[src/rtl/hbs_pkg.sv]
package hbs_pkg;

  localparam int TIME_W = 48;
  localparam logic [15:0] FEED_PERIOD_RST = 16'd1000;

  typedef enum logic [1:0] {
    MODE_BEAT   = 2'd0,
    MODE_TICK   = 2'd1,
    MODE_REBOOT = 2'd2,
    MODE_NONE   = 2'd3
  } hbs_mode_e;

  localparam logic [2:0] REASON_NONE      = 3'd0;
  localparam logic [2:0] REASON_TASK_HUNG = 3'd5;
  localparam logic [2:0] REASON_INVALID   = 3'd7;

  typedef enum logic [1:0] {
    ST_IDLE,
    ST_WALK,
    ST_RESULT
  } hbs_state_e;

  typedef struct packed {
    logic [1:0]  mode;
    logic [7:0]  task_id;
    logic [31:0] age_limit;
    logic [2:0]  request_reason;
  } hbs_in_t;

  typedef struct packed {
    logic       check_done;
    logic       feed_watchdog;
    logic       reboot_now;
    logic [2:0] reboot_reason;
    logic       hung_found;
    logic [7:0] hung_task;
    logic       beat_dropped;
    logic [2:0] marker_reason;
  } hbs_out_t;

  // Query token that walks the slot chain, one cell per cycle.
  typedef struct packed {
    logic              active;
    logic              scan;      // 1: stale scan, 0: heartbeat lookup/insert
    logic [7:0]        task_id;
    logic [31:0]       age_limit;
    logic [TIME_W-1:0] time_ms;
    logic              found;
    logic              inserted;
    logic              hung;
    logic [7:0]        hung_task;
  } hbs_tok_t;

endpackage

[src/rtl/hbs_cell.sv]
module hbs_cell #(
  parameter int IDX = 0,
  parameter int UW  = 5
) (
  input  logic             clk_i,
  input  logic             rst_ni,
  input  logic [UW-1:0]    slot_used_i,
  input  hbs_pkg::hbs_tok_t tok_i,
  output hbs_pkg::hbs_tok_t tok_o
);
  import hbs_pkg::*;

  logic [7:0]        task_q;
  logic [TIME_W-1:0] last_q;
  logic [31:0]       limit_q;
  hbs_tok_t          tok_q, tok_d;
  logic              used, match, ins, stale, wr;
  logic [TIME_W-1:0] age;

  assign used  = UW'(IDX) < slot_used_i;
  assign match = used && (tok_i.task_id == task_q);
  assign ins   = !used && (UW'(IDX) == slot_used_i);
  assign age   = tok_i.time_ms - last_q;
  assign stale = used && (age > {{(TIME_W-32){1'b0}}, limit_q});

  always_comb begin
    tok_d = tok_i;
    wr    = 1'b0;
    if (tok_i.active) begin
      if (!tok_i.scan) begin
        if (!tok_i.found && (match || ins)) begin
          wr             = 1'b1;
          tok_d.found    = 1'b1;
          tok_d.inserted = ins;
        end
      end else if (!tok_i.hung && stale) begin
        tok_d.hung      = 1'b1;
        tok_d.hung_task = task_q;
      end
    end
  end

  always_ff @(posedge clk_i or negedge rst_ni) begin
    if (!rst_ni) begin
      tok_q <= '0;
    end else begin
      tok_q <= tok_d;
    end
  end

  always_ff @(posedge clk_i) begin
    if (wr) begin
      task_q  <= tok_i.task_id;
      last_q  <= tok_i.time_ms;
      limit_q <= tok_i.age_limit;
    end
  end

  assign tok_o = tok_q;

endmodule

[config.mk]
export PLATFORM = sky130hd
export DESIGN_NAME = hbs_cell
export DESIGN_NICKNAME = d
export VERILOG_FILES = /design/src/rtl/hbs_pkg.sv /design/src/rtl/hbs_cell.sv
export SDC_FILE = /design/constraint.sdc
export NUM_CORES = 1
export LEC_CHECK = 0
export ABC_AREA = 1
export BUFFER_PORTS_ARGS = -buffer_cell sky130_fd_sc_hd__buf_2
export CELL_PAD_IN_SITES_DETAIL_PLACEMENT = 0
export CELL_PAD_IN_SITES_GLOBAL_PLACEMENT = 2
export CORE_MARGIN = 3
export CORE_UTILIZATION = 29
export DETAILED_ROUTE_END_ITERATION = 10
export PLACE_DENSITY_LB_ADDON = 0.12
export SYNTH_ARGS = -nofsm -noshare
export SYNTH_HDL_FRONTEND = slang
export SYNTH_SLANG_ARGS = --single-unit
[constraint.sdc]
create_clock -name clk_i -period 7 [get_ports clk_i]
set_clock_uncertainty 0.2 [all_clocks]
set_input_delay 0.7 -clock clk_i [delete_from_list [all_inputs] [get_ports clk_i]]
set_output_delay 0.7 -clock clk_i [all_outputs]
set_load 0.02 [all_outputs]
Word-level counts from Yosys, hierarchy flattened
Cells that the tools add are included.

storage, ports and cells
  bits in registers = 189
  bits of input ports = 108
  output and inout port bits = 101
  word-level logic and storage cells = 34

cells by class
  order comparisons = 2
  eq/ne operators = 1
  add/sub/neg operators = 1
  reductions and logical operators = 10
  mux-type cells = 8

operators by type and width
  cell                number
  $gt 48x32->1        1
  $sub 48x48->48      1
  $mux 9              2
  $mux 11             1
  $eq 8x8->1          1
  $logic_and 1x1->1   5
  $logic_not 5->1     1
  $lt 1x5->1 const A  1
  $mux 2              2
  $logic_not 1->1     3
  $mux 1              3
  $logic_or 1x1->1    1

Longest topological paths before layout
Gate-level depths: netlist (run 1).

  depth after elaboration = 8
  mapped depth = 29
  depth with buffers taken out = 29

Worst setup path before layout (run 1)
No wires, ideal clock.

  path kind = input-to-reg
  from = input port tok_i[92] (netlist bit)
  to = register last_q[0], enable pin
  setup time = 0.538 ns
  buffers on the path = 0
  data arrival time = 5.055 ns
  stages = 6
  required time = 6.262 ns
  slack = 1.207 ns
  cells stage by stage = inv_1 or2_2 nand2_1 o41ai_1 nand3b_1 nor2_1

between the ends
  word-level cells in the longest chain between the ends = 7

ends and longest elaborated chain
  what                    RTL line        RTL
  start: declaration      hbs_cell.sv:8   input hbs_pkg::hbs_tok_t tok_i,
  $eq 8x8->1              hbs_cell.sv:21  assign match = used && (tok_i.task_id == task_q);
  $logic_and 1x1->1       hbs_cell.sv:21
  $logic_or 1x1->1        hbs_cell.sv:31  if (!tok_i.found && (match || ins)) begin
  $logic_and 1x1->1       hbs_cell.sv:31
  $mux 1                  hbs_cell.sv:31
  $mux 1                  hbs_cell.sv:30  if (!tok_i.scan) begin
  $mux 1                  hbs_cell.sv:29  if (tok_i.active) begin
  named net wr            hbs_cell.sv:17  logic used, match, ins, stale, wr;
  end signal: assignment  hbs_cell.sv:54  last_q <= tok_i.time_ms;
  end: declaration        hbs_cell.sv:14  logic [TIME_W-1:0] last_q;

The timed path passes the listed nets, and every way through them passes these cells.
A chain may end at the register's enable or synchronous reset.

==> results of run 1 <==
## worst min path at each step
stage          slack, ns  cells past startpoint        end
2_1_floorplan       0.20                      0   tok_o[0]
5_1_grt             0.06                      1  tok_o[18]
6_report            0.02                      1  tok_o[18]
3_5_place_dp        0.34                      2   tok_o[4]
4_1_cts             0.02                      1  tok_o[18]
3_3_place_gp        0.33                      2   tok_o[0]
## layer usage
metal / track usage, % / share of wire [%] / vias up
li1: - / - / 4298
met1: 24.6 / 54 / 3694
met2: 23.6 / 41 / 169
met3: 3.49 / 4.7 / 13
met4: 3.75 / 0.89 / 0
met5: 0 / 0 / -
## cell families after synthesis
family | share of synthesized area [%]
and+or+nand+nor | 24.2
AOI/OAI and AO/OA | 4.37
DFF | 49.3
adders and majority gates | 9.63
buffers and inverters | 9.26
xor gates and xnor gates | 3.18
## power by group
group	internal [W]	switching (W)
logic	0.000128	0.000256
clock network	0.000497	0.000485
registers	0.00119	0.00000705
total	0.00182	0.000748
## layout by cell type (no fill, tap or decap), types with 2 or more instances in the layout
master	instances
a21oi_1	50
a31oi_1	4
and2_1	2
buf_2	207
buf_4	4
clkbuf_16	18
clkinv_2	3
clkinv_4	3
clkinv_8	2
dfrtp_1	101
edfxtp_1	88
ha_1	79
inv_1	248
inv_2	7
inv_6	3
inv_8	3
nand2_1	386
nand2_2	15
nand3_1	33
nand3_2	8
nand3b_1	5
nand4_1	20
nor2_1	81
nor2_2	18
nor2_4	5
nor3_1	3
nor3_2	4
o21a_1	5
o21ai_0	12
o21bai_1	7
xnor2_1	15
xor2_1	23
## flip-flops by register name, summed over array words and instances, names as in the netlist
| name | count |
|---|---|
| tok_o | 101 |
| last_q | 48 |
| limit_q | 32 |
| task_q | 8 |
## stage by stage
stage	instances	instance area, sq um	hold WS (ns)	total power [W]
finish	1930	12700	0.0227	0.00257
global route	1930	12700	0.0569	0.00270
CTS	1930	12700	0.0241	0.00262
detailed placement	1898	12100	0.339	0.00161
global placement	1898	12100	0.332	0.00161
floorplan	1233	10500	0.204	0.00145
## worst reg2reg max path: stages (launching register included)
cell,delay [ns]
edfxtp_1,0.33
ha_1,0.15
inv_1,0.10
fa_1,0.42
nand3_1,0.11
nand3_1,0.19
nand3_1,0.12
nand3_1,0.24
a21oi_1,0.31
xnor2_1,0.10
ha_1,0.28
nand2_1,0.05
nor2_1,0.14
nand2_1,0.10
nor4_1,0.28
nand2_1,0.09
nand2_1,0.06
nand2_1,0.04
nand3_1,0.07
nor2_1,0.04
nand2_1,0.10
nor2_4,0.05
nand2_4,0.13
nand3_4,0.13
nand2_1,0.09
nand2_1,0.06
## area by class of cell
cell class | instances | area [sq um]
Clock buffer | 18 | 450
Clock inverter | 14 | 145
Fill cell | 3751 | 22300
Inverter | 257 | 966
Multi-Input combinational cell | 786 | 4340
Sequential cell | 189 | 5170
Tap cell | 455 | 569
Timing Repair Buffer | 211 | 1070
==> flow_summary_export.csv, run 1 <==
group,metric,value,unit
critical_path,slowest_stage,"fa_1",
clock_tree,cts-buffers-inserted,17,
critical_path,cp_top_family,"simple AND/OR/NAND/NOR gates",
grt,track_usage,16.2,%
clock_tree,clk_latency,0.45,ns
finish,final_util,36.3,%
floorplan,ios,209,
yosys,synth_seq_cells,189,
yosys,ys_warn_count,0,
clock_tree,cts_tree,"yes",
clock_tree,holdBufCountCts,0,
power,peakVddDrop,0.226,mV
grt,grt_pass1_wl,47.3,mm
floorplan,coreArea,35100,sq um
routing,num_vias,8174,
yosys,synth_top_area_share,25.2,%
routing,wirelength,30.9,mm
yosys,ys.flop_type,"dfrtp_1",
job,maxCapViolCount,0,
yosys,syn-cell-area,10500,sq um
sta,fin_ws,2.83,ns
finish,diodes,0,
critical_path,start_kind,"input pin",
sta,rsz0062_at_grt,"false",
critical_path,crit_top_cell,"nand2_1",
yosys,synth_cells,1233,
critical_path,arrival,4.31,ns
clock_tree,post_cts_buffers,0,
sta,finalHoldViolCount,0,
placed_design,pre_cts_slack,2.30,ns
yosys,ys_top_cells_by_area,"edfxtp_1, dfrtp_1, nand2_1",
yosys,avgSynthCellArea,8.50,sq um
critical_path,r2r_cells,25,
sta,fmax,240,MHz
clock_tree,ctsResizeCount,0,
finish,drive_gt1_share,20.6,%
outcome,status,"complete, no violations",
sta,min_period,4.17,ns
critical_path,path_max_fanout,10,
power,p_leak,6.64,nW
yosys,synth_cell_type_count,38,
critical_path,crit_buf_inv,3,
floorplan,start_util,29.9,%
sta,worst_pin_slew,0.836,ns
routing,via_per_inst,4.24,
finish,syn2layout_area_growth,21.3,%
sta,period_share,59.6,%
critical_path,cp.depth,27,
finish,nets,1650,
critical_path,required,7.14,ns
critical_path,rrSetupSlack,2.91,ns
grt,overflow,0,
placed_design,io_buffers,208,
critical_path,r2r-end,"tok_o[1]",
clock_tree,clockBufferDepth,2,
routing,drtIter0Drc,355,
routing,wl_per_cell,16.0,um
floorplan,rows,68,
floorplan,die_h,196,um
critical_path,crit_start,"tok_i[11]",
placed_design,dpl.hpwl,25.9,mm
grt,grt_pass1_vias,8158,
routing,dr.pass1.iters,4,
power,powerDensity,202,nW/um^2
yosys,yosysTopAreaCell,"edfxtp_1",
yosys,synth_edf_count,88,
critical_path,critPathMaxStageDelay,0.42,ns
sta,setup_tns,0,ns
critical_path,crit_path_end_kind,"flop",
clock_tree,htreeDepth,4,
floorplan,die_area,38400,sq um
routing,drc,0,
placed_design,gp_routability_congestion,0.825,
sta,setup_violations,0,
grt,grt_max_degree,67,
yosys,seq_area_frac_synth,49.3,%
clock_tree,cts_root_buffer,"clkbuf_16",
min_path,hp-class,"input pin to asynchronous set/reset pin",
grt,grt_antenna_before_repair,0,
yosys,async_reset_ff_share,53.4,%
sta,slew_viol_final,0,
routing,antenna_left,0,
critical_path,reg2reg_from,"last_q[0]",
floorplan,die_x,196,um
yosys,syn_nets,1421,
yosys,synthTopCellsByCount,"nand2_1, inv_1, dfrtp_1",
sta,slew-limit-headroom,44.3,%
clock_tree,clkTransAtPathRegs,0.07,ns
yosys,synth_most_common_cell,"nand2_1",
critical_path,path_class,"input pin to flop",
clock_tree,cts.sinks,189,
critical_path,endpoint,"tok_o[1]",
(Power assumes the default switching activity.)
==> run 2, diff against run 1 <==
==> constraint.sdc (replaced) <==
create_clock -name clk_i -period 4.1 [get_ports clk_i]
set_clock_uncertainty 0.2 [all_clocks]
set_input_delay 0.41 -clock clk_i [delete_from_list [all_inputs] [get_ports clk_i]]
set_output_delay 0.41 -clock clk_i [all_outputs]
set_load 0.02 [all_outputs]
==> flow_summary_export.csv, run 2 (synthesized netlist as in run 1, its figures left out) <==
group,metric,value,unit
power,switchingPower,0.00137,W
critical_path,arrival,4.10,ns
sta,setup_violations,0,
critical_path,crit_buf_inv,4,
floorplan,start_util,29.9,%
finish,syn2layout_area_growth,41.2,%
power,p_leak,7.52,nW
power,internal_power,0.00321,W
sta,period_share,95.4,%
clock_tree,cts-buffers-inserted,17,
critical_path,crit_top_cell,"nand2_1",
critical_path,crit_path_end_kind,"flop",
grt,grt_max_degree,91,
clock_tree,cts_tree,"yes",
finish,final_util,42.2,%
finish,fin_area,14800,sq um
critical_path,slowest_stage,"dlygate4sd3_1",
sta,fmax,256,MHz
power,p_sw_share,29.8,%
finish,multiInputGateArea,4790,sq um
floorplan,die_area,38400,sq um
routing,via_per_inst,4.25,
floorplan,die_h,196,um
grt,grt_pass1_vias,9021,
sta,slew_viol_final,0,
floorplan,ios,209,
routing,drc,0,
clock_tree,clk_latency,0.46,ns
critical_path,cp_top_family,"simple AND/OR/NAND/NOR gates",
finish,final_cell_mix,"nand2_1, inv_1, buf_2",
min_path,hp-class,"input pin to flop",
clock_tree,cts_root_buffer,"clkbuf_16",
floorplan,rows,68,
sta,slew-limit-headroom,51.4,%
critical_path,critPathMaxStageDelay,0.53,ns
floorplan,die_x,196,um
grt,grt_pass1_wl,51.1,mm
grt,overflow,0,
power,powerDensity,309,nW/um^2
placed_design,io_buffers,208,
placed_design,gp_routability_congestion,0.849,
grt,track_usage,17.4,%
power,peakVddDrop,0.284,mV
finish,diodes,0,
sta,finalHoldViolCount,0,
finish,largest_reg_flops,101,
clock_tree,htreeDepth,4,
routing,drtIter0Drc,421,
finish,n_fill_cell,3556,
critical_path,rrSetupSlack,0.27,ns
finish,nets,1831,
placed_design,dpl.hpwl,26.2,mm
finish,final_common_cell,"nand2_1",
clock_tree,clkTransAtPathRegs,0.09,ns
routing,antenna_left,0,
routing,dr.pass1.iters,5,
critical_path,start_kind,"input pin",
sta,min_period,3.91,ns
critical_path,required,4.29,ns
job,maxCapViolCount,0,
power,clockPowerShare,36.9,%
power,power_frac_comb,18.3,%
routing,wirelength,33.3,mm
clock_tree,cts.sinks,189,
floorplan,coreArea,35100,sq um
outcome,status,"complete, no violations",
routing,num_vias,8969,
power,p_seq_share,44.8,%
finish,drive_gt1_share,27.9,%
routing,wl_per_cell,15.8,um
clock_tree,clockBufferDepth,2,
critical_path,path_max_fanout,8,
placed_design,placed_area,12700,sq um
finish,seq_area,5170,sq um
sta,worst_pin_slew,0.726,ns
critical_path,path_class,"input pin to flop",
grt,grt_antenna_before_repair,0,
==> run 2: path summary, 6_finish.rpt <==
| path | start | endpoint | depth (start not counted) |
|---|---|---|---|
| max | tok_i[38] | tok_o[2] | 27 |
| min reg2reg | task_q[0] | tok_o[0] | 2 |
| max in group asynchronous | rst_ni | tok_o[39] | 3 |
| max reg2reg | last_q[16] | tok_o[2] | 28 |
| min | tok_i[26] | tok_o[26] | 1 |
| min in group asynchronous | rst_ni | tok_o[65] | 2 |
==> run 2: worst register-to-register path: cells and delay by family (launching register included) <==
kind	cells	cell delay, ns
xor+xnor	1	0.09
fa+ha+maj	2	0.53
simple gates	21	2.10
buf+inv	3	0.29
flops	1	0.39
compound gates	1	0.19
==> run 2: timing repair <==
| item | in CTS | in global routing |
|---|---|---|
| endpoints found under the setup margin | 0 | 9 |
| hold buffers | 102 | 0 |
| endpoints found under the hold margin | 220 | 0 |
| gates resized for setup | 0 | 102 |
| buffers inserted | 0 | 5 |
==> run 2: per-layer routing <==
layer  share of wire (%)  GRT usage [%]  up-vias
li1                    -              -     4667
met1                  52           25.9     4116
met2                  43           26.3      167
met3                 3.8           2.87       19
met4                 1.2           4.07        0
met5                   0              0        -
==> run 2: cell type report <==
cell class | instances | share of cell area [%]
Sequential cell | 189 | 35.0
Multi-Input combinational cell | 787 | 32.4
Timing Repair Buffer | 391 | 18.3
Inverter | 257 | 6.53
Tap cell | 455 | 3.85
Clock buffer | 18 | 2.90
Clock inverter | 14 | 1.11
==> run 2: stage by stage <==
| stage | hold WS, ns | TNS (ns) | instances | power (W) | setup slack (ns) |
|---|---|---|---|---|---|
| 6_report | 0.0657 | 0 | 2111 | 0.00458 | 0.189 |
| 5_1_grt | 0.0766 | -0.221 | 2111 | 0.00480 | -0.0415 |
| 4_1_cts | 0.248 | 0 | 2108 | 0.00461 | 0.0114 |
| 3_5_place_dp | 0.192 | -0.938 | 1974 | 0.00281 | -0.122 |
| 3_3_place_gp | 0.184 | -0.149 | 1974 | 0.00281 | -0.0214 |
| 2_1_floorplan | -0.0856 | 0 | 1233 | 0.00247 | 0.0910 |
==> run 2: power groups by stage <==
stage,Sequential [W],Combinational [W],Clock [W]
2_1_floorplan,0.00216,0.000309,0
3_3_place_gp,0.00209,0.000723,0
3_5_place_dp,0.00209,0.000723,0
4_1_cts,0.00205,0.000805,0.00176
5_1_grt,0.00206,0.000932,0.00181
6_report,0.00205,0.000838,0.00169
==> run 3, diff against run 2 <==
--- a/config.mk
+++ b/config.mk
@@ -9,8 +9,9 @@
 export BUFFER_PORTS_ARGS = -buffer_cell sky130_fd_sc_hd__buf_2
 export CELL_PAD_IN_SITES_DETAIL_PLACEMENT = 0
 export CELL_PAD_IN_SITES_GLOBAL_PLACEMENT = 2
+export CORE_ASPECT_RATIO = 0.7
 export CORE_MARGIN = 3
-export CORE_UTILIZATION = 29
+export CORE_UTILIZATION = 25
 export DETAILED_ROUTE_END_ITERATION = 10
 export PLACE_DENSITY_LB_ADDON = 0.12
 export SYNTH_ARGS = -nofsm -noshare
==> constraint.sdc (replaced) <==
create_clock -name clk_i -period 3.8 [get_ports clk_i]
set_clock_uncertainty 0.2 [all_clocks]
set_input_delay 0.38 -clock clk_i [delete_from_list [all_inputs] [get_ports clk_i]]
set_output_delay 0.38 -clock clk_i [all_outputs]
set_load 0.02 [all_outputs]
==> flow_summary_export.csv, run 3 (synthesized netlist as in run 1, its figures left out) <==
group,metric,value,unit
routing,dr.pass1.iters,5,
floorplan,die_h,177,um
finish,final_common_cell,"nand2_1",
min_path,hp-class,"input pin to asynchronous set/reset pin",
critical_path,start_kind,"flop",
placed_design,gp_routability_congestion,0.865,
sta,finalHoldViolCount,0,
clock_tree,cts_root_buffer,"clkbuf_16",
job,maxCapViolCount,0,
routing,drc,0,
power,peakVddDrop,0.327,mV
sta,min_period,3.74,ns
floorplan,rows,62,
critical_path,slowest_stage,"edfxtp_1",
grt,grt_max_degree,91,
sta,slew-limit-headroom,41.5,%
sta,worst_pin_slew,0.877,ns
critical_path,crit_path_end_kind,"flop",
routing,antenna_left,0,
clock_tree,clk_latency,0.46,ns
clock_tree,cts.sinks,189,
finish,largest_reg_flops,101,
floorplan,start_util,25.4,%
finish,n_fill_cell,4271,
critical_path,crit_top_cell,"nand2_1",
routing,wirelength,37.1,mm
critical_path,arrival,3.94,ns
placed_design,io_buffers,208,
power,powerDensity,324,nW/um^2
floorplan,die_area,44400,sq um
finish,final_cell_mix,"nand2_1, inv_1, buf_2",
clock_tree,clockBufferDepth,2,
grt,grt_pass1_vias,9298,
clock_tree,cts-buffers-inserted,17,
placed_design,dpl.hpwl,29.0,mm
finish,nets,1918,
outcome,status,"complete, no violations",
finish,final_util,38.4,%
clock_tree,clkTransAtPathRegs,0.09,ns
floorplan,die_x,251,um
finish,syn2layout_area_growth,50.9,%
power,p_leak,7.94,nW
critical_path,required,3.99,ns
placed_design,dp.cells,2135,
sta,whs,0.345,ns
critical_path,path_max_fanout,8,
critical_path,path_class,"flop to flop",
placed_design,pre_cts_slack,-0.396,ns
clock_tree,cts_tree,"yes",
sta,slew_viol_final,0,
routing,wl_per_cell,16.2,um
power,power,0.00512,W
clock_tree,htreeDepth,4,
finish,drive_gt1_share,33.5,%
sta,fin_ws,0.0575,ns
sta,setup_violations,0,
grt,grt_pass1_wl,56.2,mm
grt,overflow,0,
floorplan,coreArea,41200,sq um
sta,fmax,267,MHz
routing,via_per_inst,4.09,
routing,drtIter0Drc,454,
sta,rsz0062_at_grt,"true",
grt,grt_antenna_before_repair,1,
sta,period_share,98.5,%
floorplan,ios,209,
grt,track_usage,17.0,%
routing,num_vias,9354,
finish,stdcell_count,2288,
critical_path,critPathMaxStageDelay,0.39,ns
[run 3: report_power, final]
part           total, W  leakage [nW]  switching [W]  internal, W
Combinational   0.00102          5.68       0.000571     0.000449
Sequential      0.00221          1.97      0.0000137      0.00220
Clock           0.00189         0.294       0.000983     0.000904
[run 3: metrics by stage]
step | instance area, sq um | setup TNS (ns)
3_3_place_gp | 13400 | -4.00
5_1_grt | 15800 | -2.41
2_1_floorplan | 10500 | 0
6_report | 15800 | 0
3_5_place_dp | 13400 | -3.44
4_1_cts | 15500 | -0.00168
[run 3: worst max-delay path, delay by kind of cell (launching register included)]
kind	cells	cell delay (ns)
AND/OR/NAND/NOR	17	1.44
buffers and inverters	6	0.61
flip-flops	1	0.39
XOR/XNOR	1	0.16
AO/OA/AOI/OAI	3	0.38
adder cells (fa/ha/maj)	2	0.50
[run 3: worst paths after layout]
path	end	startpoint	slack, ns	cells past startpoint
worst max-delay path	tok_o[7]	last_q[12]	0.06	29
min in group clk_i	tok_o[2]	task_q[2]	0.37	2
worst min-delay path	tok_o[32]	rst_ni	0.35	2
max in group asynchronous	tok_o[34]	rst_ni	2.07	3
worst max register to register	tok_o[7]	last_q[12]	0.06	29
worst min register to register	tok_o[2]	task_q[2]	0.37	2
[run 3: metal layers]
metal	global-route usage (%)	part of all wire, %	vias to the layer above
met2	23.5	39	180
met5	0	0	-
met1	27.2	56	4323
met4	3.50	0.81	0
li1	-	-	4833
met3	3.08	4.1	18
[run 3: final cells by class]
class | instances | area [sq um] | share of cell area (%)
flip-flops and latches | 189 | 5170 | 32.7
multi-input cells | 787 | 4980 | 31.5
clock buffers | 17 | 425 | 2.69
repair buffers | 478 | 3390 | 21.4
clock inverters | 15 | 193 | 1.22
well taps | 544 | 681 | 4.31
diodes | 1 | 2.50 | 0.0158
inverters | 257 | 966 | 6.11
[run 3: timing repair]
item                                    CTS  global route
gates resized for setup                  87            56
pin swaps                                17            21
hold endpoints to repair                243             0
endpoints found under the setup margin    9             9
gates cloned                              1             0
hold buffers                            102             0
buffers inserted                         15             2
